===== config.mk =====
export PLATFORM = sky130hd
export DESIGN_NAME = four_level_strict_priority_queue
export DESIGN_NICKNAME = d
export VERILOG_FILES = /design/src/hdl/fspq_pkg.sv /design/src/hdl/fspq_level_ctl.sv /design/src/hdl/four_level_strict_priority_queue.sv
export SDC_FILE = /design/constraint.sdc
export NUM_CORES = 1
export LEC_CHECK = 0
export BUFFER_PORTS_ARGS = -buffer_cell sky130_fd_sc_hd__buf_2
export CORE_UTILIZATION = 45
export CTS_BUF_LIST = sky130_fd_sc_hd__clkbuf_4 sky130_fd_sc_hd__clkbuf_8 sky130_fd_sc_hd__clkbuf_16
export DETAILED_ROUTE_END_ITERATION = 8
export GPL_TIMING_DRIVEN = 0
export HOLD_SLACK_MARGIN = 0.03
export SKIP_CTS_REPAIR_TIMING = 1
export SLEW_MARGIN = 30
export SYNTH_ARGS = -nofsm -noshare
export SYNTH_HDL_FRONTEND = slang
export SYNTH_SLANG_ARGS = --single-unit

===== constraint.sdc =====
create_clock -name clk -period 5.3 [get_ports clk]
set_input_delay 1.59 -clock clk [delete_from_list [all_inputs] [get_ports clk]]
set_output_delay 1.59 -clock clk [all_outputs]
set_load 0.02 [all_outputs]

===== src/hdl/fspq_pkg.sv =====
// Shared types and constants for the four-level strict priority queue.
package fspq_pkg;

  localparam int NUM_LEVELS = 4;
  localparam int LEVEL_W = 2;
  localparam int CMD_W = 2;
  localparam int PRIO_W = 3;
  localparam int TAG_PORT_W = 16;
  localparam logic [LEVEL_W-1:0] TOP_LEVEL = 2'd3;

  typedef enum logic [CMD_W-1:0] {
    CMD_INSERT = 2'd0,
    CMD_FRONT  = 2'd1,
    CMD_POP    = 2'd2
  } cmd_t;

  typedef enum logic [1:0] {
    ST_OK    = 2'd0,
    ST_FULL  = 2'd1,
    ST_EMPTY = 2'd2
  } status_t;

  // Result fields handed from the level controller to the result register.
  typedef struct packed {
    status_t              status;
    logic [LEVEL_W-1:0]   level;
    logic                 bad;
    logic                 empty;
    logic                 pop_hit;
  } fspq_result_t;

endpackage


===== src/hdl/fspq_level_ctl.sv =====
// Head and count registers of the four levels, with command decode and level select.
module fspq_level_ctl import fspq_pkg::*; #(
  parameter int LEVEL_DEPTH = 16,
  parameter int HEAD_W = $clog2(LEVEL_DEPTH),
  parameter int ADDR_W = LEVEL_W + HEAD_W
) (
  input  logic                clk,
  input  logic                rst,
  input  logic                go,
  input  logic [CMD_W-1:0]    cmd,
  input  logic [PRIO_W-1:0]   prio,
  output logic                we,
  output logic [ADDR_W-1:0]   waddr,
  output logic [ADDR_W-1:0]   raddr,
  output fspq_result_t        res
);

  localparam int CNT_W = $clog2(LEVEL_DEPTH + 1);
  localparam int SUM_W = HEAD_W + 1;
  localparam logic [CNT_W-1:0] CNT_FULL = CNT_W'(LEVEL_DEPTH);
  localparam logic [SUM_W-1:0] SUM_DEPTH = SUM_W'(LEVEL_DEPTH);
  localparam logic [HEAD_W-1:0] HEAD_LAST = HEAD_W'(LEVEL_DEPTH - 1);

  logic [HEAD_W-1:0] head [NUM_LEVELS];
  logic [HEAD_W-1:0] head_next [NUM_LEVELS];
  logic [CNT_W-1:0]  count [NUM_LEVELS];
  logic [CNT_W-1:0]  count_next [NUM_LEVELS];

  logic [LEVEL_W-1:0] ins_lvl;
  logic [LEVEL_W-1:0] pop_lvl;
  logic               pop_any;
  logic [SUM_W-1:0]   back_sum;
  logic [HEAD_W-1:0]  back_slot;
  logic [HEAD_W-1:0]  front_slot;
  logic [HEAD_W-1:0]  pop_head_inc;

  assign ins_lvl = prio[PRIO_W-1] ? TOP_LEVEL : prio[LEVEL_W-1:0];

  // Tail slot of the insert level, wrapped without a divider.
  assign back_sum = SUM_W'(head[ins_lvl]) + SUM_W'(count[ins_lvl]);
  assign back_slot = (back_sum >= SUM_DEPTH) ? HEAD_W'(back_sum - SUM_DEPTH)
                                             : HEAD_W'(back_sum);
  assign front_slot = (head[0] == '0) ? HEAD_LAST : head[0] - HEAD_W'(1);

  // Most urgent level that holds a tag.
  always_comb begin
    pop_lvl = '0;
    pop_any = 1'b0;
    for (int i = NUM_LEVELS - 1; i >= 0; i--) begin
      if (count[i] != '0) begin
        pop_lvl = LEVEL_W'(i);
        pop_any = 1'b1;
      end
    end
  end

  assign pop_head_inc = (head[pop_lvl] == HEAD_LAST) ? '0 : head[pop_lvl] + HEAD_W'(1);

  always_comb begin
    head_next = head;
    count_next = count;
    res.status = ST_OK;
    res.level = '0;
    res.bad = 1'b0;
    res.pop_hit = 1'b0;
    we = 1'b0;
    waddr = {ins_lvl, back_slot};
    raddr = {pop_lvl, head[pop_lvl]};
    unique case (cmd_t'(cmd))
      CMD_INSERT: begin
        res.bad = prio[PRIO_W-1];
        if (count[ins_lvl] == CNT_FULL) begin
          res.status = ST_FULL;
        end else begin
          we = go;
          count_next[ins_lvl] = count[ins_lvl] + CNT_W'(1);
        end
      end
      CMD_FRONT: begin
        waddr = {LEVEL_W'(0), front_slot};
        if (count[0] == CNT_FULL) begin
          res.status = ST_FULL;
        end else begin
          we = go;
          head_next[0] = front_slot;
          count_next[0] = count[0] + CNT_W'(1);
        end
      end
      CMD_POP: begin
        if (!pop_any) begin
          res.status = ST_EMPTY;
        end else begin
          res.pop_hit = 1'b1;
          res.level = pop_lvl;
          head_next[pop_lvl] = pop_head_inc;
          count_next[pop_lvl] = count[pop_lvl] - CNT_W'(1);
        end
      end
      default: begin
      end
    endcase
    res.empty = (count_next[0] == '0) && (count_next[1] == '0) &&
                (count_next[2] == '0) && (count_next[3] == '0);
  end

  always_ff @(posedge clk) begin
    if (rst) begin
      for (int i = 0; i < NUM_LEVELS; i++) begin
        head[i] <= '0;
        count[i] <= '0;
      end
    end else if (go) begin
      head <= head_next;
      count <= count_next;
    end
  end

  a_count_range: assert property (@(posedge clk) disable iff (rst)
    (count[0] <= CNT_FULL) && (count[1] <= CNT_FULL) &&
    (count[2] <= CNT_FULL) && (count[3] <= CNT_FULL))
    else $error("level count beyond depth");

  a_head_range: assert property (@(posedge clk) disable iff (rst)
    (head[0] <= HEAD_LAST) && (head[1] <= HEAD_LAST) &&
    (head[2] <= HEAD_LAST) && (head[3] <= HEAD_LAST))
    else $error("level head beyond depth");

  a_pop_dec: assert property (@(posedge clk) disable iff (rst)
    go && res.pop_hit |=> count[$past(res.level)] == $past(count[res.level]) - CNT_W'(1))
    else $error("pop did not take one tag from its level");

endmodule


===== src/hdl/four_level_strict_priority_queue.sv =====
// Top level of the four-level strict priority queue: handshake, tag memory, result register.
//
//  channel  | valid     | stall     | payload
//  ---------+-----------+-----------+------------------------------------------------
//  in       | in_valid  | in_stall  | cmd, priority_req, frame_tag
//  out      | out_valid | out_stall | status, popped_tag, popped_level, bad_priority,
//           |           |           | all_empty
//
// Each command is held in the input register, then goes through the level logic into the
// result register and tag memory read. One command per cycle is sustained while the result
// is not stalled; the level head and count update sets that rate.
// Reset clears all levels at once; the tag memory needs no clearing pass.
// A stalled result holds the pipeline, while an empty input register still takes a transfer.
module four_level_strict_priority_queue import fspq_pkg::*; #(
  parameter int LEVEL_DEPTH = 16,
  parameter int TAG_WIDTH = 16
) (
  input  logic                  clk,
  input  logic                  rst,
  input  logic                  in_valid,
  output logic                  in_stall,
  input  logic [CMD_W-1:0]      cmd,
  input  logic [PRIO_W-1:0]     priority_req,
  input  logic [TAG_PORT_W-1:0] frame_tag,
  output logic                  out_valid,
  input  logic                  out_stall,
  output logic [1:0]            status,
  output logic [TAG_PORT_W-1:0] popped_tag,
  output logic [LEVEL_W-1:0]    popped_level,
  output logic                  bad_priority,
  output logic                  all_empty
);

  localparam int HEAD_W = $clog2(LEVEL_DEPTH);
  localparam int ADDR_W = LEVEL_W + HEAD_W;
  localparam int STORE_W = (TAG_WIDTH < TAG_PORT_W) ? TAG_WIDTH : TAG_PORT_W;
  localparam int MEM_DEPTH = NUM_LEVELS << HEAD_W;

  logic                  in_full;
  logic [CMD_W-1:0]      cmd_r;
  logic [PRIO_W-1:0]     prio_r;
  logic [STORE_W-1:0]    tag_r;
  logic                  proceed;
  logic                  accept;

  logic                  we;
  logic [ADDR_W-1:0]     waddr;
  logic [ADDR_W-1:0]     raddr;
  fspq_result_t          res;
  fspq_result_t          res_r;

  logic [STORE_W-1:0]    tag_mem [MEM_DEPTH];
  logic [STORE_W-1:0]    rd_tag;

  assign proceed = in_full && (!out_valid || !out_stall);
  assign in_stall = in_full && !proceed;
  assign accept = in_valid && !in_stall;

  always_ff @(posedge clk) begin
    if (rst) begin
      in_full <= 1'b0;
      out_valid <= 1'b0;
    end else begin
      in_full <= accept || (in_full && !proceed);
      out_valid <= proceed || (out_valid && out_stall);
    end
  end

  always_ff @(posedge clk) begin
    if (accept) begin
      cmd_r <= cmd;
      prio_r <= priority_req;
      tag_r <= frame_tag[STORE_W-1:0];
    end
    if (proceed) begin
      res_r <= res;
    end
  end

  fspq_level_ctl #(
    .LEVEL_DEPTH (LEVEL_DEPTH)
  ) u_level_ctl (
    .clk   (clk),
    .rst   (rst),
    .go    (proceed),
    .cmd   (cmd_r),
    .prio  (prio_r),
    .we    (we),
    .waddr (waddr),
    .raddr (raddr),
    .res   (res)
  );

  // A pop reads the head slot in the same cycle the result register loads.
  always_ff @(posedge clk) begin
    if (we) begin
      tag_mem[waddr] <= tag_r;
    end
    if (proceed && res.pop_hit) begin
      rd_tag <= tag_mem[raddr];
    end
  end

  assign status = res_r.status;
  assign popped_tag = res_r.pop_hit ? TAG_PORT_W'(rd_tag) : '0;
  assign popped_level = res_r.level;
  assign bad_priority = res_r.bad;
  assign all_empty = res_r.empty;

  a_idle_no_stall: assert property (@(posedge clk) disable iff (rst)
    !in_full |-> !in_stall)
    else $error("empty input register refused a transfer");

  a_tag_only_on_pop: assert property (@(posedge clk) disable iff (rst)
    out_valid && (status != ST_OK) |-> (popped_tag == '0) && (popped_level == '0))
    else $error("tag shown on a failed command");

  a_reset_clears: assert property (@(posedge clk)
    rst |=> !out_valid && !in_full)
    else $error("pipeline not cleared by reset");

endmodule

# [Word level (Yosys, flattened, before mapping)]
# Memories as Yosys holds them, arrays and structs flattened. A register that Yosys moved wholly into a read port is not among the register bits.
# Cells that the tools add are included.
[op_classes] n_addsub=7 n_mul=0 div=0 n_lt_le_gt_ge=5 n_eq_ne=7 n_shift=0 n_mux=54 bitwise=2 reduce_logical=31
[ops] cell="$bwmux 20" n=2
[ops] cell="$mux 20" n=2
[ops] cell="$mux 4" n=9
[ops] cell="$mux 5" n=7
[ops] cell="$mux 16" n=2
[ops] cell="$pmux 15 s2" n=1
[ops] cell="$bmux 5 s2" n=2
[ops] cell="$demux 5 s2" n=2
[ops] cell="$logic_not 5->1" n=4
[ops] cell="$reduce_bool 5->1" n=4
[ops] cell="$bmux 4 s2" n=2
[ops] cell="$bwmux 16" n=1
[ops] cell="$pmux 5 s3" n=1
[ops] cell="$mux 1" n=12
[ops] cell="$mux 2" n=6
[ops] cell="$add 5x1->5 const B" n=2
[ops] cell="$eq 5x5->1 const B" n=2
[ops] cell="$logic_and 1x1->1" n=10
[ops] cell="$demux 4 s2" n=1
[ops] cell="$pmux 4 s2" n=1
[ops] cell="$sub 4x1->4 const B" n=2
[ops] cell="$ge 3x3->1 const B" n=2
[ops] cell="$lt 3x1->1 const B" n=2
[ops] cell="$mux 6" n=1
[ops] cell="other kinds (20)" n=26
[word_totals] regBits=66 latchBits=0 mem_bits_rw=1024 rom_bits=0 in_bits=25 word_cells=125 mem_count=1
[memory_table] memory="tag_mem" words=64 word_bits=16 read_ports=1 rd_ports_with_merged_regs=1 wr=1 line="four_level_strict_priority_queue.sv:52" source="logic [STORE_W-1:0] tag_mem [MEM_DEPTH];"

# [Longest topological paths before layout]
[logic_depth] ltp_word=17 depth_mapped=21 mapped_depth_nobuf=15

# [Hierarchy]
# Synthesis repeated with hierarchy kept, for this count alone.
[unflattened] hier_cells=2351 hier_area_um2=44570.2
[by_module_without_submodules] module="four_level_strict_priority_queue" instances=1 cells_each=1870 area_per_inst_um2=41070.6
[by_module_without_submodules] module="fspq_level_ctl" instances=1 cells_each=481 area_per_inst_um2=3499.6

# [Worst setup path after synthesis]
# OpenSTA, ideal clock, no wires.
[synth_path] path_type="reg-to-reg" start="register prio_r[0]" end="memory tag_mem[0][0] in the netlist's numbering, enable pin" setup_time_ns=0.388 t_arrival_ns=4.013 t_required_ns=4.912 setup_slack_ns=0.898 stages_incl_launch_ff=15 path_cell_list="edfxtp_1 clkbuf_1 clkbuf_1 mux2_2 a221oi_1 inv_1 ha_1 a21o_1 a21oi_1 xnor2_1 xnor2_1 nor2b_1 or3_1 clkbuf_1 nor2_1"
[synth_between] elab_chain_len=10
[synth_lines] item="start: declaration" line="four_level_strict_priority_queue.sv:41" source="logic [PRIO_W-1:0] prio_r;"
[synth_lines] item="start signal: assignment" line="four_level_strict_priority_queue.sv:72" source="prio_r <= priority_req;"
[synth_lines] item="$mux 2 (*)" line="fspq_level_ctl.sv:37" source="assign ins_lvl = prio[PRIO_W-1] ? TOP_LEVEL : prio[LEVEL_W-1:0];"
[synth_lines] item="parallel branches: the longest is 9 deep, another holds $add 4x5->5"
[synth_lines] item="end: declaration" line="four_level_strict_priority_queue.sv:52"
# Mark *: on every way between the ends. The select of a mux whose other input is x is not followed.

# [Worst setup path after layout]
[layout_path] start="register u_level_ctl.count[16] in the netlist's numbering" end="register rd_tag[5] (read register of tag_mem), data pin"
[layout_between] elab_chain_len=6
[layout_lines] item="start: declaration" line="fspq_level_ctl.sv:26" source="logic [CNT_W-1:0] count [NUM_LEVELS];"
[layout_lines] item="start signal: assignment" line="fspq_level_ctl.sv:114" source="count <= count_next;"
[layout_lines] item="$reduce_bool 5->1 (*)" line="fspq_level_ctl.sv:50" source="if (count[i] != '0) begin"
[layout_lines] item="$mux 2" line="fspq_level_ctl.sv:50"
[layout_lines] item="$not 2->3 (implied by the code)" line="fspq_level_ctl.sv:68" source="raddr = {pop_lvl, head[pop_lvl]};"
[layout_lines] item="$bmux 4 s2" line="fspq_level_ctl.sv:68"
[layout_lines] item="$mux 4 (implied by the code) (2 in series)" line="fspq_level_ctl.sv:68"
[layout_lines] item="end: declaration" line="four_level_strict_priority_queue.sv:53" source="logic [STORE_W-1:0] rd_tag;"
# Mark *: on every way between the ends. The rest lies on a longest branch, timed or not. The select of a mux whose other input is x is not followed.
# A chain may end at the register's enable or synchronous reset.

==> impl_metrics.py <==
metrics = {
    "logic_synthesis": {
        "synth_top_area_share_pct": 71.6,
        "async_flop_share_pct": 0,
        "synth_area_leader_cell": "edfxtp_1",
        "yosys_warnings": 0,
        "ys_types": 75,
        "synth_edf_count": 1068,
        "synth_ff_type": "edfxtp_1",
        "yosysSeqAreaShare_pct": 73.3,
        "syn_avg_cell_area_um2": 13.1,
        "yosysMostFrequentCell": "edfxtp_1",
        "syn_area_mm2": 0.0448,
        "ys_ff_latch": 1106,
        "synthCells": 3411,
        "netlist_top_cells_count": "1,068 x edfxtp_1, 913 x nand2_1, 288 x nand3_1",
        "ys_top_cells_by_area": "edfxtp_1 72%, nand2_1 7.6%, nand3_1 3.2%",
        "syn-num-nets": 3452,
    },
    "route": {
        "vias": 30200,
        "dr.pass1.iters": 6,
        "drt_iter0_markers": 3723,
        "wl_per_cell_um": 28.0,
        "postRouteAntennaNets": 0,
        "vias_per_cell": 5.97,
        "wirelength_mm": 141,
        "drcViolationCount": 0,
    },
    "setup_path": {
        "end_kind": "flip-flop",
        "critPathSlowestCell": "and4_1",
        "critPathMaxStageDelay_ns": 0.51,
        "cp-start-kind": "flip-flop",
        "crit_required_ns": 5.69,
        "crit_buf_inv": 7,
        "worstPathMaxFanout": 10,
        "crit_type": "reg -> reg",
        "cp_cell_sequence": "clkbuf_1, inv_1, ha_1, or4b_1, buf_2, nor3_4, nand2_2, o221ai_1, buf_4, inv_2, buf_6, clkbuf_1, nand2_1, a32oi_1, nand4_1, and4_1, nand4_1",
        "path_delay_family": "simple AND/OR/NAND/NOR gates",
        "crit_arrival_ns": 5.57,
    },
    "pwr": {
        "vdd.ir_drop.worst_uv": 271,
        "powerDensity_mw_per_mm2": 438,
        "leakagePower_uw": 0.0177,
    },
    "floorplan": {
        "die_x_um": 318,
        "die_area_mm2": 0.101,
        "initial_utilization_pct": 45.5,
        "fp-row-count": 115,
        "coreArea_mm2": 0.0986,
        "die_h_um": 318,
        "io_pins": 49,
    },
    "min_path": {
        "holdCritPathClass": "reg -> reg",
    },
    "clock_network": {
        "cts_buffer_depth": 3,
        "numCtsBuffers": 113,
        "clockRootBuffer": "clkbuf_16",
        "clk_latency_ns": 0.70,
        "cts_tree": "done",
        "clock-sinks": 1106,
        "clkSlewWorstSetupHoldPaths_ns": 0.06,
        "cts_max_level": 3,
    },
    "cells_and_area": {
        "drive_gt1_share_pct": 15.4,
        "multi_input_area_mm2": 0.0112,
        "nets": 3718,
        "regArea_mm2": 0.0328,
        "areaGrowthSynthToFinish_pct": 16.1,
        "final_cells": 5055,
        "final_util_pct": 52.8,
        "antenna_cells": 0,
        "fillers": 8219,
        "design_area_mm2": 0.0520,
    },
    "job": {
        "drv_cap": 0,
    },
    "sta": {
        "drv_slew": 0,
        "hold_violations": 0,
        "fin_setup_tns_ns": 0,
        "min_period_ns": 5.18,
        "slew_headroom_pct": 31.3,
        "worst_slew_pin_slew_ns": 1.02,
        "rsz0062_at_grt": "false",
        "fin_crit_sh_pct": 97.7,
        "finalSetupViolCount": 0,
        "fmax_mhz": 193,
        "fin_skew_ns": 0.0284,
    },
    "placed_design": {
        "gp_congestion": 0.977,
        "placed_cell_area_mm2": 0.0483,
        "numPortBuffers": 47,
        "dp_cells": 4848,
        "hpwl_mm": 101,
    },
    "run_status": {
        "outcome": "completed",
    },
    "global_routing": {
        "grt_overflow": 0,
        "grt_pass1_vias": 28500,
        "grt_max_degree": 22,
        "grt_pass1_wl_mm": 202,
        "antenna_found_initial": 7,
        "grt_use_total_pct": 27.7,
    },
}
## kinds of logic after synthesis
logic type      Yosys count  share of synthesized area [%]
compound gates          355                           5.67
xor+xnor                 13                          0.254
fa+ha+maj                16                          0.463
buf+inv                 244                           2.62
flops                  1106                           73.3
mux                      94                           2.12
simple gates           1583                           15.6
## per-stage QoR
step	hold slack (ns)	setup WS, ns	power (µW)
after detailed placement	0.488	-0.125	15200
after global placement	0.469	-0.602	15000
final	0.492	0.123	22800
after global routing	0.535	0.00869	23400
after floorplan	0.446	0.898	12800
after CTS	0.490	-0.147	22700
## cell type report
type	instances	share of cell area (%)
sequential	1106	63.1
multi-input combinational	2061	21.6
clock buffer	151	6.03
timing repair buffer	152	3.17
tap	1287	3.10
buffer	214	2.05
clock inverter	55	0.750
inverter	29	0.209
## worst register-to-register path, cell delays in order, from the launching register on
cell and delay, ns:
dfxtp_1 0.31, clkbuf_1 0.23, inv_1 0.15, ha_1 0.23, or4b_1 0.43, buf_2 0.22
nor3_4 0.35, nand2_2 0.28, o221ai_1 0.30, buf_4 0.31, inv_2 0.08, buf_6 0.17
clkbuf_1 0.34, nand2_1 0.17, a32oi_1 0.17, nand4_1 0.37, and4_1 0.51, nand4_1 0.24
## routing by layer
| metal | track usage, % | vias up | routed length [µm] | share of wire (%) |
|---|---|---|---|---|
| li1 | - | 13300 | - | - |
| met1 | 38.4 | 15100 | 56900 | 40 |
| met2 | 43.9 | 1622 | 65800 | 47 |
| met3 | 5.81 | 217 | 14200 | 10 |
| met4 | 8.52 | 2 | 4380 | 3.1 |
| met5 | 0 | - | 12 | 0.0085 |
## registers in the layout, summed over array words and instances (netlist names)
signal             flops
all_empty              1
cmd_r                  2
out_valid              1
res_r                  1
rd_tag                16
prio_r                 3
bad_priority           1
tag_mem             1024
in_full                1
u_level_ctl.count     20
u_level_ctl.head      16
tag_r                 16
popped_level           2
status                 2
## power breakdown
| part | leakage [µW] | internal (µW) | switching (µW) | total, µW |
|---|---|---|---|---|
| Clock | 0.00177 | 4340 | 3330 | 7660 |
| Sequential | 0.00993 | 9670 | 51.1 | 9720 |
| Combinational | 0.00601 | 1370 | 4010 | 5380 |
| Total | 0.0177 | 15400 | 7390 | 22800 |
## path summary, 6_finish.rpt
path | from | to | slack [ns] | cells past startpoint
max reg2reg | u_level_ctl.count[16] | rd_tag[5] | 0.12 | 17
min | in_full | out_valid | 0.49 | 2
max | u_level_ctl.count[16] | rd_tag[5] | 0.12 | 17
min reg2reg | in_full | out_valid | 0.49 | 2
## layout by cell type (no fill, tap or decap), types with 7 or more instances in the layout
cell / n
nor4_1: 10
nand3_1: 282
clkbuf_16: 114
dfxtp_1: 38
buf_2: 153
and2_1: 21
buf_4: 17
a21oi_1: 46
nor2_2: 29
clkbuf_1: 73
o22ai_1: 9
a31oi_1: 104
mux2i_1: 87
and4_1: 14
buf_1: 7
ha_1: 15
nor3_1: 16
clkbuf_4: 37
nor2_1: 75
nand2_1: 908
nor2_4: 35
buf_6: 70
o21ai_0: 27
nand4_1: 118
a21o_1: 7
edfxtp_1: 1068
clkinv_2: 14
a211oi_1: 17
mux2_2: 7
inv_1: 26
xnor2_1: 10
and3_1: 21
clkinv_1: 26
buf_8: 36
a32oi_1: 80
(Power assumes the default switching activity.)
